==> src/hdl/hpt_pkg.sv <==
`timescale 1ns / 1ps

package hpt_pkg;

    // Field widths and fixed-point formats
    localparam int COEF_W     = 48;
    localparam int COORD_W    = 32;
    localparam int INT_BITS   = 16;
    localparam int COEF_FRAC  = COEF_W - INT_BITS;
    localparam int COORD_FRAC = COORD_W - INT_BITS;
    localparam int NCOEF      = 9;
    localparam int IDX_W      = 4;

    // Coefficient split for the partial-product multipliers
    localparam int SPLIT  = COEF_W / 2;
    localparam int HI_W   = COEF_W - SPLIT;

    // Row dot product and divider widths
    localparam int PROD_W = COEF_W + COORD_W;
    localparam int ROW_W  = PROD_W + 2;
    localparam int QB     = COORD_W + 1;
    localparam int HEAD_W = ROW_W + COORD_FRAC - QB;

    // Back-end pipeline stages: magnitude, range check, QB quotient steps, clip
    localparam int DIV_LAT = QB + 3;

    // Queue between front and back
    localparam int QDEPTH = 4;
    localparam int QPTR_W = 2;

    // Item function codes
    localparam logic FUNC_LOAD  = 1'b0;
    localparam logic FUNC_XFORM = 1'b1;

    localparam logic signed [COEF_W-1:0] COEF_ONE  = COEF_W'(1) << COEF_FRAC;
    localparam logic signed [COEF_W-1:0] COEF_ZERO = '0;
    localparam logic signed [COEF_W-1:0] COEF_RESET [NCOEF] = '{
        COEF_ONE,  COEF_ZERO, COEF_ZERO,
        COEF_ZERO, COEF_ONE,  COEF_ZERO,
        COEF_ZERO, COEF_ZERO, COEF_ONE
    };

    typedef struct packed {
        logic signed [ROW_W-1:0]   nx;
        logic signed [ROW_W-1:0]   ny;
        logic signed [ROW_W-1:0]   w;
        logic        [COORD_W-1:0] angle;
    } t_rows;

endpackage

==> src/hdl/hpt_queue.sv <==
`timescale 1ns / 1ps

module hpt_queue (
    input  logic           i_clk,
    input  logic           i_rst_n,
    input  hpt_pkg::t_rows i_data,
    input  logic           i_valid,
    output logic           o_ready,
    output hpt_pkg::t_rows o_data,
    output logic           o_valid,
    input  logic           i_pop
);
    hpt_pkg::t_rows              r_mem [hpt_pkg::QDEPTH];
    logic [hpt_pkg::QPTR_W-1:0]  r_wp, r_rp;
    logic [hpt_pkg::QPTR_W:0]    r_cnt;
    logic                        w_push, w_pop;

    assign o_ready = (r_cnt != (hpt_pkg::QPTR_W+1)'(hpt_pkg::QDEPTH));
    assign o_valid = (r_cnt != '0);
    assign w_push  = i_valid && o_ready;
    assign w_pop   = i_pop && o_valid;
    assign o_data  = r_mem[r_rp];

    always_ff @(posedge i_clk) begin
        if (!i_rst_n) begin
            r_wp  <= '0;
            r_rp  <= '0;
            r_cnt <= '0;
        end else begin
            if (w_push) r_wp <= r_wp + 1'b1;
            if (w_pop)  r_rp <= r_rp + 1'b1;
            if (w_push && !w_pop)      r_cnt <= r_cnt + 1'b1;
            else if (w_pop && !w_push) r_cnt <= r_cnt - 1'b1;
        end
    end

    always_ff @(posedge i_clk) begin
        if (w_push) r_mem[r_wp] <= i_data;
    end

endmodule

==> config.mk <==
export PLATFORM = sky130hd
export DESIGN_NAME = hpt_queue
export DESIGN_NICKNAME = d
export VERILOG_FILES = /design/src/hdl/hpt_pkg.sv /design/src/hdl/hpt_queue.sv
export SDC_FILE = /design/constraint.sdc
export NUM_CORES = 1
export LEC_CHECK = 0
export BUFFER_PORTS_ARGS = -buffer_cell sky130_fd_sc_hd__buf_2
export CORE_UTILIZATION = 51
export DETAILED_ROUTE_END_ITERATION = 16
export PLACE_DENSITY = 0.72
export SLEW_MARGIN = 40
export SYNTH_ARGS = -nofsm -noshare
export SYNTH_HDL_FRONTEND = slang
export SYNTH_SLANG_ARGS = --single-unit
==> constraint.sdc <==
create_clock -name i_clk -period 9.4 [get_ports i_clk]
set_clock_uncertainty 0.15 [all_clocks]
set_input_delay 0.47 -clock i_clk [delete_from_list [all_inputs] [get_ports i_clk]]
set_output_delay 0.47 -clock i_clk [all_outputs]
set_load 0.03 [all_outputs]
==> impl_metrics.ini <==
[run_status]
status = completed

[sta]
max_freq_mhz = 220
grt_setup_unrepaired = false
setup_viol = 0
report.final.hold_viol_count = 0
fin_crit_sh_pct = 48.4
maxSlewViolCount = 0
tns_ns = 0
min_period_ns = 4.55
tightest_slew_ns = 0.874
relSlewSlack_pct = 41.7

[synth]
syn_area_per_cell_sq_um = 27.1
ys_top_cells_by_area = edfxtp_1 (82%), mux4_2 (15%), buf_6 (0.72%)
synthFlopType = edfxtp_1
synth_common_cells = edfxtp_1 (1112), mux4_2 (278), buf_2 (29), buf_6 (26), dfxtp_1 (9)
synth_top_cell_by_area = edfxtp_1
yosys_warnings = 0
yosysMostFrequentCell = edfxtp_1
syn_inst = 1500
syn-cell-area_sq_mm = 0.0406
synthArstFlopShare_pct = 0
synth-seq-cells = 1121
syn-num-nets = 1788
seq_area_frac_synth_pct = 82.7
synth_edf_count = 1112
synth.distinct_cells = 22
synth_top_area_share_pct = 82.3

[floorplan]
core_sq_mm = 0.0789
pin_count = 562
die_x_microns = 284
die-area_sq_mm = 0.0807
die_h_microns = 284
rows = 103
start_util_pct = 51.5

[clock_tree]
clk_latency_ns = 0.65
root_buffer = clkbuf_16
clk_pin_slew_ns = 0.06
cts_tree = built
cts_resized = 0
max-clock-path-buffers = 3
cts-buffers-inserted = 110
ctsHoldBuffers = 279
cts_max_level = 3
postCtsSetupRepairBufs = 0
clock_sinks = 1121

[grt]
grt_pass1_vias = 21300
grt-busiest-layer = met2
met2_usage_pct = 37.9
grtUsageMet1_pct = 26.7
grt_usage_pct = 22.1
grt.overflow.total = 0
grtUsageMet3_pct = 4.82
grt_antenna_before_repair = 14
grt_max_degree = 119
grt_pass1_wl_microns = 132000

[setup_path]
criticalPathCategory = reg2out
cp_data_required_time_ns = 8.78
worstPathArrival_ns = 3.93
path_max_fanout = 55
critPathCaptureType = primary output
start_kind = register

[drt]
drt_iter0_markers = 1274
viasPerCell = 5.52
drtAntennaViolNets = 0
wl_microns = 89400
vias = 19700
routedWlPerCell_microns = 25.1
firstDrtPassIters = 5
drc = 0

[job]
maxCapViolations = 0

[placement]
io_buffers = 561
hpwl_microns = 52500
gp_congestion = 0.779

[power]
powerDensity_mw_per_mm2 = 288
p_leak_uw = 0.0173
ir_drop_mv = 0.189

[cells_and_area]
drive_above_1_share_pct = 41.3
nNetsFinal = 2705
fin_util_pct = 65.0
areaGrowthSynthToFinish_pct = 26.2

[hold_path]
hold_class = in2reg
## critical path: stages (launching register included)
cell and delay, ns:
dfxtp_4 0.80, buf_4 0.67, buf_12 0.46, buf_16 0.40, mux4_2 0.60, buf_2 0.20
## logic make-up after synthesis
kind of cell / count (synthesis) / share of synthesized area (%)
DFF: 1121 / 82.7
muxes: 281 / 15.5
buffers and inverters: 66 / 1.18
and+or+nand+nor: 17 / 0.225
adders and majority gates: 6 / 0.203
AOI/OAI and AO/OA: 5 / 0.0986
xor gates and xnor gates: 4 / 0.0863
## where the power goes
part / internal, uW / total [uW] / switching (uW)
logic: 1510 / 4100 / 2590
clock network: 2610 / 4430 / 1820
registers: 6070 / 6230 / 164
total: 10200 / 14800 / 4570
## worst paths after layout
path | to | start | cells after the start | slack, ns
max | o_data[261] | register | 5 | 4.85
max reg2reg | r_mem[3][116]$_DFFE_PP_ | r_cnt[0]$_SDFFE_PN0P_ | 5 | 5.56
min reg2reg | r_wp[1]$_SDFFE_PN0P_ | r_wp[1]$_SDFFE_PN0P_ | 2 | 0.36
min | register | i_pop | 4 | 0.15
## sequential cells by signal, indices dropped and copies added (netlist names), named ones only
signal	count
r_rp	2
r_mem	1112
r_cnt	3
r_wp	2
## cell usage in the layout, fill, tap and decap left out, types with 9 or more instances in the layout
master and instances:
buf_2 561, clkbuf_1 20, buf_12 11, bufinv_16 15
mux4_2 278, clkbuf_16 110, diode_2 9, clkinv_1 20
edfxtp_1 1112, clkinv_2 18, dlygate4sd3_1 279
## cell type report
| class | count | area [sq um] |
|---|---|---|
| antenna | 9 | 22.5 |
| clock buffer | 135 | 2900 |
| clock inverter | 67 | 783 |
| fill | 5068 | 27600 |
| inverter | 3 | 11.3 |
| multi-input combinational | 313 | 6550 |
| sequential | 1121 | 33600 |
| tap | 1050 | 1310 |
| timing repair buffer | 868 | 6090 |
## metal layers
metal / wire [microns] / vias to the layer above
met5: 76 / -
met4: 4050 / 12
met3: 5240 / 195
met2: 47300 / 728
met1: 32700 / 10400
li1: - / 8381
## per-stage QoR
step | std cells | setup WS, ns | total power (uW) | area [sq um] | hold WS, ns
4_1_cts | 3557 | 4.65 | 14900 | 51200 | 0.0968
3_3_place_gp | 3066 | 5.23 | 10200 | 44500 | 0.325
3_5_place_dp | 3076 | 5.38 | 10300 | 44700 | 0.354
5_1_grt | 3565 | 4.45 | 15200 | 51200 | 0.132
6_report | 3566 | 4.85 | 14800 | 51200 | 0.146
2_1_floorplan | 1500 | 1.45 | 9300 | 40600 | 0.318
No activity file was read; power rests on OpenSTA's default activity.
